--- src/bldm_pkg.sv ---
`timescale 1ns / 1ps

package bldm_pkg;

   localparam int SAMPLE_COUNT = 6;
   localparam int TRIM_COUNT   = SAMPLE_COUNT - 2;

   localparam int LEVEL_W  = 7;
   localparam int BYTE_W   = 8;
   localparam int CODE_W   = 12;
   localparam int MV_W     = 13;
   localparam int SUM_W    = MV_W + $clog2(SAMPLE_COUNT);
   localparam int ADDR_W   = 4;
   localparam int DATA_W   = 32;

   typedef logic [LEVEL_W-1:0] level_type;
   typedef logic [CODE_W-1:0] code_type;
   typedef logic [MV_W-1:0] mv_type;
   typedef code_type [SAMPLE_COUNT-1:0] code_array_type;

   localparam level_type LEVEL_FULL  = 7'd100;
   localparam level_type LEVEL_RESET = 7'd100;
   localparam level_type CURVE_TOP   = 7'd95;
   localparam level_type CURVE_HIGH  = 7'd80;
   localparam level_type CURVE_MID   = 7'd30;
   localparam level_type CURVE_LOW   = 7'd7;
   localparam level_type CHECK_LEVEL = 7'd2;
   localparam level_type HIGH_STEP   = 7'd5;
   localparam level_type MID_BASE    = 7'd50;
   localparam level_type LOW_BASE    = 7'd14;

   localparam mv_type CEILING_RESET   = 13'd4200;
   localparam mv_type THRESHOLD_RESET = 13'd3400;

   // reciprocals: x/7 = (x*293)>>11 for x < 683, x/22 = (x*745)>>14, x/6 = (x*43)>>8
   localparam int MID_MUL    = 5;
   localparam int MID_RECIP  = 293;
   localparam int LOW_MUL    = 35;
   localparam int LOW_RECIP  = 745;
   localparam int TINY_MUL   = 13;
   localparam int TINY_RECIP = 43;

   function automatic level_type display_curve(input level_type level);
      logic [8:0]  mid_x;
      logic [17:0] mid_p;
      logic [4:0]  low_d;
      logic [10:0] low_x;
      logic [20:0] low_p;
      logic [6:0]  tiny_x;
      logic [11:0] tiny_p;
      level_type   result;
      mid_x  = 9'(level - CURVE_MID) * 9'(MID_MUL);
      mid_p  = 18'(mid_x) * 18'(MID_RECIP);
      low_d  = level[4:0] - CURVE_LOW[4:0];
      low_x  = 11'(low_d) * 11'(LOW_MUL);
      low_p  = 21'(low_x) * 21'(LOW_RECIP);
      tiny_x = 7'(level[2:0]) * 7'(TINY_MUL);
      tiny_p = 12'(tiny_x) * 12'(TINY_RECIP);
      if (level >= CURVE_TOP) begin
         result = LEVEL_FULL;
      end else if (level >= CURVE_HIGH) begin
         result = level + HIGH_STEP;
      end else if (level >= CURVE_MID) begin
         result = MID_BASE + mid_p[17:11];
      end else if (level >= CURVE_LOW) begin
         result = LOW_BASE + low_p[20:14];
      end else begin
         result = 7'(tiny_p[11:8]);
      end
      return result;
   endfunction

endpackage

--- src/bldm_sample_filter.sv ---
`timescale 1ns / 1ps

module bldm_sample_filter (
   input  bldm_pkg::code_array_type codes,
   input  bldm_pkg::mv_type         ceiling,
   output bldm_pkg::mv_type         mean
);
   import bldm_pkg::*;

   mv_type               mv [SAMPLE_COUNT];
   mv_type               hi;
   mv_type               lo;
   logic [SUM_W-1:0]     sum;
   logic [SUM_W-1:0]     trimmed;
   logic [SUM_W-1:0]     quot;

   // code * 1.25 truncated = code + code/4, then clamp
   always_comb begin
      for (int i = 0; i < SAMPLE_COUNT; i++) begin
         mv[i] = MV_W'(codes[i]) + MV_W'(codes[i] >> 2);
         if (mv[i] > ceiling) begin
            mv[i] = ceiling;
         end
      end
   end

   always_comb begin
      hi  = mv[0];
      lo  = mv[0];
      sum = SUM_W'(mv[0]);
      for (int i = 1; i < SAMPLE_COUNT; i++) begin
         if (mv[i] > hi) begin
            hi = mv[i];
         end
         if (mv[i] < lo) begin
            lo = mv[i];
         end
         sum = sum + SUM_W'(mv[i]);
      end
      trimmed = sum - SUM_W'(hi) - SUM_W'(lo);
      quot    = trimmed / SUM_W'(TRIM_COUNT);
   end

   assign mean = quot[MV_W-1:0];

endmodule

--- src/battery_level_display_mapper_unit.sv ---
`timescale 1ns / 1ps
// A request passes through the input register and then the result register before it is on the outputs.
// Throughput: one request per cycle unless rsp_stall holds a result; a waiting result does not block the next request.
// The result register is freed in the cycle it is taken, so stall passes back one stage.
// Reset (synchronous): pipeline empty, last valid level 100, registers at their reset values.

module battery_level_display_mapper_unit (
   input  logic                          clock,
   input  logic                          reset,
   input  logic                          psel,
   input  logic                          penable,
   input  logic                          pwrite,
   input  logic [bldm_pkg::ADDR_W-1:0]   paddr,
   input  logic [bldm_pkg::DATA_W-1:0]   pwdata,
   output logic [bldm_pkg::DATA_W-1:0]   prdata,
   output logic                          pready,
   input  logic                          req_valid,
   output logic                          req_stall,
   input  logic [bldm_pkg::BYTE_W-1:0]   req_level_byte,
   input  bldm_pkg::code_type            req_voltage_code_0,
   input  bldm_pkg::code_type            req_voltage_code_1,
   input  bldm_pkg::code_type            req_voltage_code_2,
   input  bldm_pkg::code_type            req_voltage_code_3,
   input  bldm_pkg::code_type            req_voltage_code_4,
   input  bldm_pkg::code_type            req_voltage_code_5,
   input  logic                          req_charge_full,
   output logic                          rsp_valid,
   input  logic                          rsp_stall,
   output bldm_pkg::level_type           rsp_display_level,
   output bldm_pkg::level_type           rsp_held_level,
   output bldm_pkg::mv_type              rsp_filtered_voltage_mv,
   output logic                          rsp_voltage_checked
);
   import bldm_pkg::*;

   typedef enum logic [1:0] {
      REG_MODEL_19BIT = 2'd0,
      REG_CEILING     = 2'd1,
      REG_THRESHOLD   = 2'd2
   } reg_index_type;

   logic                   model_19bit_ff;
   mv_type                 ceiling_ff;
   mv_type                 threshold_ff;
   level_type              last_valid_ff;
   level_type              last_valid_in;

   logic                   s0_valid_ff;
   logic                   s0_valid_in;
   logic [BYTE_W-1:0]      s0_level_ff;
   code_array_type         s0_codes_ff;
   logic                   s0_full_ff;

   logic                   rsp_valid_ff;
   logic                   rsp_valid_in;
   level_type              disp_ff;
   level_type              disp_in;
   level_type              held_ff;
   level_type              held_in;
   mv_type                 filt_ff;
   mv_type                 filt_in;
   logic                   checked_ff;
   logic                   checked_in;

   logic                   s1_load;
   logic                   s0_move;
   logic                   req_take;
   logic                   csr_write;
   reg_index_type          csr_index;
   logic [BYTE_W-1:0]      raw;
   logic                   raw_ok;
   level_type              curve;
   mv_type                 mean;
   code_array_type         req_codes;

   assign pready    = 1'b1;
   assign csr_write = psel & penable & pwrite;
   assign csr_index = reg_index_type'(paddr[3:2]);

   always_comb begin
      case (csr_index)
         REG_MODEL_19BIT: prdata = DATA_W'(model_19bit_ff);
         REG_CEILING:     prdata = DATA_W'(ceiling_ff);
         REG_THRESHOLD:   prdata = DATA_W'(threshold_ff);
         default:         prdata = '0;
      endcase
   end

   assign req_codes = {req_voltage_code_5, req_voltage_code_4, req_voltage_code_3,
                       req_voltage_code_2, req_voltage_code_1, req_voltage_code_0};

   assign s1_load   = ~rsp_valid_ff | ~rsp_stall;
   assign s0_move   = s0_valid_ff & s1_load;
   assign req_stall = s0_valid_ff & ~s1_load;
   assign req_take  = req_valid & ~req_stall;

   assign s0_valid_in  = req_take | (s0_valid_ff & ~s1_load);
   assign rsp_valid_in = s1_load ? s0_valid_ff : rsp_valid_ff;

   assign raw    = model_19bit_ff ? {1'b0, s0_level_ff[BYTE_W-1:1]} : s0_level_ff;
   assign raw_ok = raw <= BYTE_W'(LEVEL_FULL);

   always_comb begin
      last_valid_in = last_valid_ff;
      if (s0_move && raw_ok) begin
         last_valid_in = raw[LEVEL_W-1:0];
      end
   end

   assign held_in = raw_ok ? raw[LEVEL_W-1:0] : last_valid_ff;
   assign curve   = display_curve(held_in);

   bldm_sample_filter u_filter (
      .codes   (s0_codes_ff),
      .ceiling (ceiling_ff),
      .mean    (mean)
   );

   always_comb begin
      disp_in    = curve;
      filt_in    = '0;
      checked_in = 1'b0;
      if (curve <= CHECK_LEVEL) begin
         filt_in    = mean;
         checked_in = 1'b1;
         disp_in    = LEVEL_W'(mean > threshold_ff);
      end
      if (s0_full_ff) begin
         disp_in = LEVEL_FULL;
      end
   end

   always_ff @(posedge clock) begin
      if (reset) begin
         model_19bit_ff <= 1'b0;
         ceiling_ff     <= CEILING_RESET;
         threshold_ff   <= THRESHOLD_RESET;
         last_valid_ff  <= LEVEL_RESET;
         s0_valid_ff    <= 1'b0;
         rsp_valid_ff   <= 1'b0;
      end else begin
         if (csr_write) begin
            case (csr_index)
               REG_MODEL_19BIT: model_19bit_ff <= pwdata[0];
               REG_CEILING:     ceiling_ff     <= pwdata[MV_W-1:0];
               REG_THRESHOLD:   threshold_ff   <= pwdata[MV_W-1:0];
               default:         ;
            endcase
         end
         last_valid_ff <= last_valid_in;
         s0_valid_ff   <= s0_valid_in;
         rsp_valid_ff  <= rsp_valid_in;
      end
   end

   always_ff @(posedge clock) begin
      if (req_take) begin
         s0_level_ff <= req_level_byte;
         s0_codes_ff <= req_codes;
         s0_full_ff  <= req_charge_full;
      end
      if (s0_move) begin
         disp_ff    <= disp_in;
         held_ff    <= held_in;
         filt_ff    <= filt_in;
         checked_ff <= checked_in;
      end
   end

   assign rsp_valid               = rsp_valid_ff;
   assign rsp_display_level       = disp_ff;
   assign rsp_held_level          = held_ff;
   assign rsp_filtered_voltage_mv = filt_ff;
   assign rsp_voltage_checked     = checked_ff;

endmodule

--- config.mk ---
export PLATFORM = sky130hd
export DESIGN_NAME = battery_level_display_mapper_unit
export DESIGN_NICKNAME = d
export VERILOG_FILES = /design/src/bldm_pkg.sv /design/src/bldm_sample_filter.sv /design/src/battery_level_display_mapper_unit.sv
export SDC_FILE = /design/constraint.sdc
export NUM_CORES = 1
export LEC_CHECK = 0
export ABC_CLOCK_PERIOD_IN_PS = 20400
export BUFFER_PORTS_ARGS = -buffer_cell sky130_fd_sc_hd__buf_2
export CORE_MARGIN = 1.5
export CORE_UTILIZATION = 45
export CTS_BUF_LIST = sky130_fd_sc_hd__clkbuf_2
export CTS_CLUSTER_SIZE = 25
export DETAILED_ROUTE_END_ITERATION = 7
export PLACE_DENSITY = 0.75
export SLEW_MARGIN = 20
export SYNTH_ARGS = -nofsm -noshare
export SYNTH_HDL_FRONTEND = slang
export SYNTH_SLANG_ARGS = --single-unit
--- constraint.sdc ---
create_clock -name clock -period 20.4 [get_ports clock]
set_input_delay 1.02 -clock clock [delete_from_list [all_inputs] [get_ports clock]]
set_output_delay 1.02 -clock clock [all_outputs]
set_load 0.005 [all_outputs]
Yosys cells after proc, flatten, opt, wreduce, memory -nomap -nowiden
Index checks and enable logic that the tools add are counted.
{"block": "word_totals", "in_bits": 124, "regBits": 145, "out_inout_bits": 63, "wordCells": 110}
{"block": "classes", "muxes": 25, "bitwise": 11, "eq_ne": 2, "addsub": 18, "n_reduce_logical": 6, "order_cmp": 23, "n_mul": 6}
{"operator": "2-to-1 mux 13 bit", "count": 16}
{"operator": "greater-than comparator 13 bit", "count": 12}
{"operator": "adder 12 x 10 -> 13 bit", "count": 6}
{"operator": "< comparator 13 bit", "count": 5}
{"operator": "adder 15 x 13 -> 15 bit", "count": 4}
{"operator": "2-to-1 mux 7 bit", "count": 6}
{"operator": "one-hot mux 13 bit (3 select lines)", "count": 1}
{"operator": "subtractor 15 x 13 -> 15 bit", "count": 2}
{"operator": "multiplier 11 x 10 -> 21 bit, second input constant", "count": 1}
{"operator": "multiplier 9 x 9 -> 18 bit, second input constant", "count": 1}
{"operator": "adder 13 x 13 -> 14 bit", "count": 1}
{"operator": "greater-or-equal comparator 7 bit, second input constant", "count": 2}
{"operator": "multiplier 7 x 6 -> 12 bit, second input constant", "count": 1}
{"operator": "multiplier 5 x 6 -> 11 bit, second input constant", "count": 1}
{"operator": "multiplier 9 x 3 -> 9 bit, second input constant", "count": 1}
{"operator": "less-or-equal comparator 8 x 7 -> 1 bit, second input constant", "count": 1}
{"operator": "2-to-1 mux 8 bit", "count": 1}
{"operator": "subtractor 7 x 5 -> 8 bit, second input constant", "count": 1}
{"operator": "adder 4 x 7 -> 7 bit, first input constant", "count": 1}
{"operator": "adder 6 x 7 -> 7 bit, first input constant", "count": 1}
{"operator": "adder 7 x 3 -> 7 bit, second input constant", "count": 1}
{"operator": "greater-or-equal comparator 7 x 3 -> 1 bit, second input constant", "count": 1}
{"operator": "greater-or-equal comparator 7 x 5 -> 1 bit, second input constant", "count": 1}
{"operator": "less-or-equal comparator 7 x 2 -> 1 bit, second input constant", "count": 1}
{"operator": "12 further kinds", "count": 22}

Longest topological paths before layout
{"block": "depth", "depth_word": 17, "depth_mapped": 110, "depth_no_buf": 103}

Modules after synthesis
Synthesis repeated with hierarchy kept, for this count alone.
{"block": "unflattened", "cells_unflattened": 2659, "hier_area_um2": 23472.5}
{"module": "bldm_sample_filter", "instances": 1, "cells_each": 1644, "seq_area_each_um2": 0.0, "area_each_um2": 12652.1}
{"module": "battery_level_display_mapper_unit", "instances": 1, "cells_each": 1015, "seq_area_each_um2": 3993.8, "area_each_um2": 10820.4}

Worst setup path after synthesis
No wires, ideal clock.
{"block": "synth_timing", "path_kind": "reg2reg", "start": "register s0_codes_ff[15] in the netlist's numbering", "end": "register disp_ff[0] (netlist: rsp_display_level[0]) (data pin)", "path_buffers": 7, "arrival_time_ps": 19108, "stages_incl_launch_ff": 95, "slack_ps": 1030, "period_less_slack_ps": 19370, "required_time_ps": 20138, "setup_time_ps": 262, "path_cell_list": "edfxtp_1 ha_1 a21o_1 a21oi_1 o211ai_1 a31o_2 a21oi_1 xnor2_1 ha_1 nand2_1 o21ai_0 a211oi_2 nor2_1 buf_2 buf_1 mux2i_1 inv_1 ha_1 [59 not listed] ha_1 nand4_1 nor2_1 nand2_1 or2_2 o31ai_1 nor2_1 a31oi_1 nor4_1 or2_2 o21ai_0 mux2i_1 nand3_1 ha_1 nand2_1 o41ai_1 a21oi_1 mux2_1"}
{"block": "synth_between", "elab_chain_len": 17, "word_cells_on_any_way": 32, "cone_classes": "8 x add/sub; 12 x order compare; 12 x mux"}
{"item": "start, declared", "line": "battery_level_display_mapper_unit.sv:51", "text": "code_array_type s0_codes_ff;"}
{"item": "start signal, assigned", "line": "battery_level_display_mapper_unit.sv:159", "text": "s0_codes_ff <= req_codes;"}
{"item": "adder 12 x 10 -> 13 bit (*)", "line": "bldm_sample_filter.sv:20", "text": "mv[i] = MV_W'(codes[i]) + MV_W'(codes[i] >> 2);"}
{"item": "greater-than comparator 13 bit", "line": "bldm_sample_filter.sv:21", "text": "if (mv[i] > ceiling) begin"}
{"item": "2-to-1 mux 13 bit (*)", "line": "bldm_sample_filter.sv:21"}
{"item": "greater-than comparator 13 bit", "line": "bldm_sample_filter.sv:32", "text": "if (mv[i] > hi) begin"}
{"item": "2-to-1 mux 13 bit", "line": "bldm_sample_filter.sv:32"}
{"item": "greater-than comparator 13 bit", "line": "bldm_sample_filter.sv:32"}
{"item": "2-to-1 mux 13 bit", "line": "bldm_sample_filter.sv:32"}
{"item": "greater-than comparator 13 bit", "line": "bldm_sample_filter.sv:32"}
{"item": "[2 not listed]"}
{"item": "2-to-1 mux 13 bit", "line": "bldm_sample_filter.sv:32"}
{"item": "greater-than comparator 13 bit", "line": "bldm_sample_filter.sv:32"}
{"item": "2-to-1 mux 13 bit", "line": "bldm_sample_filter.sv:32"}
{"item": "subtractor 15 x 13 -> 15 bit", "line": "bldm_sample_filter.sv:40", "text": "trimmed = sum - SUM_W'(hi) - SUM_W'(lo);"}
{"item": "subtractor 15 x 13 -> 15 bit (*)", "line": "bldm_sample_filter.sv:40"}
{"item": "net mean[12]", "line": "battery_level_display_mapper_unit.sv:73", "text": "mv_type mean;"}
{"item": "greater-than comparator 13 bit (*)", "line": "battery_level_display_mapper_unit.sv:126", "text": "disp_in = LEVEL_W'(mean > threshold_ff);"}
{"item": "2-to-1 mux 7 bit (*)", "line": "battery_level_display_mapper_unit.sv:123", "text": "if (curve <= CHECK_LEVEL) begin"}
{"item": "end signal, assigned", "line": "battery_level_display_mapper_unit.sv:163", "text": "disp_ff <= disp_in;"}
{"item": "end, declared", "line": "battery_level_display_mapper_unit.sv:56", "text": "level_type disp_ff;"}
Mark *: on every way through the listed nets, which the timed path passes. The rest lies on a longest branch.
A chain may end at the register's enable or synchronous reset.

Final worst setup path
Ends and elaborated chain as after synthesis.

==> out/results.txt <==
Tot GR Track Use -> 29.2%
die area -> 51500 sq um
CTS tree -> built
Yosys Warn Count -> 0
ys async rst share -> 0%
Initial Util -> 45.9%
buffers and inverters on the worst path -> 12
Die Span Y -> 227 um
vias in the first global route -> 20300
DR WL/cell -> 20.8 um
nets@finish -> 3584
Worst R2R Setup Slack -> 0.99 ns
clk buf depth -> 2
most instantiated library cell after synthesis -> ha_1
DRT Pass-1 Iters -> 8
count of cell types in the netlist -> 87
total gr overflow -> 0
Mapped Avg Cell Area -> 9.24 sq um
Post-Route WL -> 74.4 mm
fin util -> 55.2%
maxcap violations -> 0
kind of critical path -> flip-flop to flip-flop
worst hold path class -> primary input to flip-flop
status -> completed
worst rel slew slack -> 23.6%
Cell Rows -> 81
Top FF cell, synth -> edfxtp_1
Final ANT Viol Nets -> 0
crit end category -> flip-flop
synthesis-to-finish area growth -> 20.4%
core area -> 49200 sq um
global-route wire length before repair -> 112 mm
Place WS -> 0.168 ns
filler cell count -> 4400
top cells by area, synth -> ha_1 25%, edfxtp_1 15%, fa_1 10%
drt via density -> 5.70
Period minus WS final -> 19.41 ns
Pins Over Slew Limit -> 0
CTS root buffer -> clkbuf_2
synth cell count leaders -> 449 x ha_1, 288 x inv_1, 188 x a21oi_1
kind of cell adding the most delay to the critical path -> compound AO/OA/AOI/OAI gates
Slowest Stage Delay on Critical Path -> 0.58 ns
synthesized area -> 22500 sq um
Post-Synthesis Cells -> 2439
TritonCTS buffer count -> 17
Clock transition at path regs -> 0.27 ns
register area -> 3990 sq um
crit start category -> flip-flop
initial antenna violation count -> 7
# IOs -> 187
largest net degree at the start of global routing -> 63
TritonCTS Sinks -> 145
Slowest-stage cell, CP -> fa_1
Synth area leader -> ha_1
latest clock arrival within the worst-skew pair -> 1.07 ns
layout cells sized above 1 -> 20.9%
H-tree depth -> 4
Vias -> 20400
final setup fails -> 0
Worst EP arrival -> 20.24 ns
share of the synthesized area in the top cell type -> 24.9%
routability cong. -> 0.995
EDFF count, synth -> 109
crit share post-route -> 95.1%
final hold vios -> 0
Seq/Total Area, Yosys -> 17.7%
Setup WS post-layout -> 0.990 ns
post-DP HPWL -> 61.7 mm
Least-Margin Pin Slew -> 1.14 ns
Critical Path Fanout Max -> 12
Multi-input gate area -> 17400 sq um
f_max -> 51.5 MHz
DR iter-0 viols -> 1513
skew final -> 0.0568 ns
input/output buffers -> 145
most frequent CP cell -> a21o_1
WP data required -> 21.23 ns
die width -> 227 um
Yosys reg bits -> 145
DR DRC count -> 0
[path summary, 6_finish.rpt]
path	end	start	depth (start not counted)
worst min-delay path	ceiling_ff[1]$_SDFFE_PP0P_	pwdata[1]	3
worst max register to register	rsp_display_level[0]$_SDFFCE_PP0P_	s0_codes_ff[15]$_DFFE_PP_	90
worst max-delay path	rsp_display_level[0]$_SDFFCE_PP0P_	s0_codes_ff[15]$_DFFE_PP_	90
worst min register to register	threshold_ff[2]$_SDFFE_PP0P_	threshold_ff[2]$_SDFFE_PP0P_	2
[metal layers]
metal | wire [um] | global-route usage (%) | up-vias
li1 | - | - | 9690
met1 | 32100 | 36.7 | 9847
met2 | 34500 | 48.6 | 730
met3 | 4770 | 5.48 | 153
met4 | 3020 | 12.9 | 0
met5 | 0 | 0 | -
[flip-flops by register name, indices dropped and copies added (netlist names)]
name / flops
rsp_display_level: 7
ceiling_ff: 13
rsp_held_level: 7
rsp_filtered_voltage_mv: 13
threshold_ff: 13
last_valid_ff: 7
s0_valid_ff: 1
rsp_voltage_checked: 1
rsp_valid: 1
s0_level_ff: 8
s0_full_ff: 1
s0_codes_ff: 72
model_19bit_ff: 1
[cells in the final DEF, fill, tap and decap left out, drive strengths merged, types with 8 or more instances in the layout]
master	netlist	layout
a211o	14	14
a211oi	18	18
a21o	96	96
a21oi	188	188
a221oi	9	9
a22o	15	15
a31oi	13	13
and2	13	13
and3	13	13
and4	17	17
buf	35	413
clkbuf	38	18
conb	2	20
dfxtp	36	36
dlygate4sd3	0	82
edfxtp	109	109
fa	113	113
ha	449	449
inv	290	297
mux2	94	94
mux2i	59	59
nand2	125	125
nand2b	14	14
nand3	47	47
nand4	33	33
nor2	129	129
nor2b	32	32
nor3	23	23
nor4	10	10
o211ai	8	8
o21a	28	28
o21ai	96	96
o21bai	26	26
o221ai	13	13
or2	10	10
xnor2	89	89
xor2	41	41
[stage by stage]
| step | cell area [sq um] | TNS, ns | hold slack (ns) | instances |
|---|---|---|---|---|
| finish | 27100 | 0 | 0.157 | 3582 |
| global route | 27100 | -0.0525 | 0.0967 | 3582 |
| CTS | 26800 | 0 | 0.00172 | 3568 |
| detailed placement | 25800 | 0 | 0.464 | 3454 |
| global placement | 25800 | 0 | 0.460 | 3454 |
| floorplan | 22600 | 0 | 0.444 | 2457 |
[worst register-to-register path: cells and delay by family (launching register included)]
family,cells,cell delay [ns]
AO/OA/AOI/OAI,41,7.49
XOR/XNOR,1,0.14
adder cells (fa/ha/maj),13,4.62
buffers and inverters,12,1.86
flip-flops,1,0.48
multiplexers,8,2.38
AND/OR/NAND/NOR,15,2.25
[timing repair]
item,in CTS,in global routing
gates resized for setup,0,52
buffers inserted,0,7
hold endpoints to repair,82,0
setup endpoints to repair,0,5
hold buffers,82,0
[cell type report]
class	count	share of cell area, %
Antenna cell	7	0.0645
Timing Repair Buffer	495	13.2
Tap cell	664	3.06
Sequential cell	145	14.7
Clock buffer	18	0.332
Inverter	292	4.06
Clock inverter	14	0.539
Multi-Input combinational cell	1947	64.1
[logic make-up (layout without fill, tap and decap cells)]
group,count (synthesis),count (layout),synth area share [%]
flip-flops,145,145,17.7
XOR/XNOR,131,131,5.18
other,2,27,0.0333
multiplexers,153,153,7.43
AO/OA/AOI/OAI,597,597,17.5
AND/OR/NAND/NOR,484,484,10.6
adder cells (fa/ha/maj),562,562,35.0
buffers and inverters,365,819,6.58
Power is not shown: default switching activity piles up to over one toggle a cycle in this logic, so the estimate is an artifact.
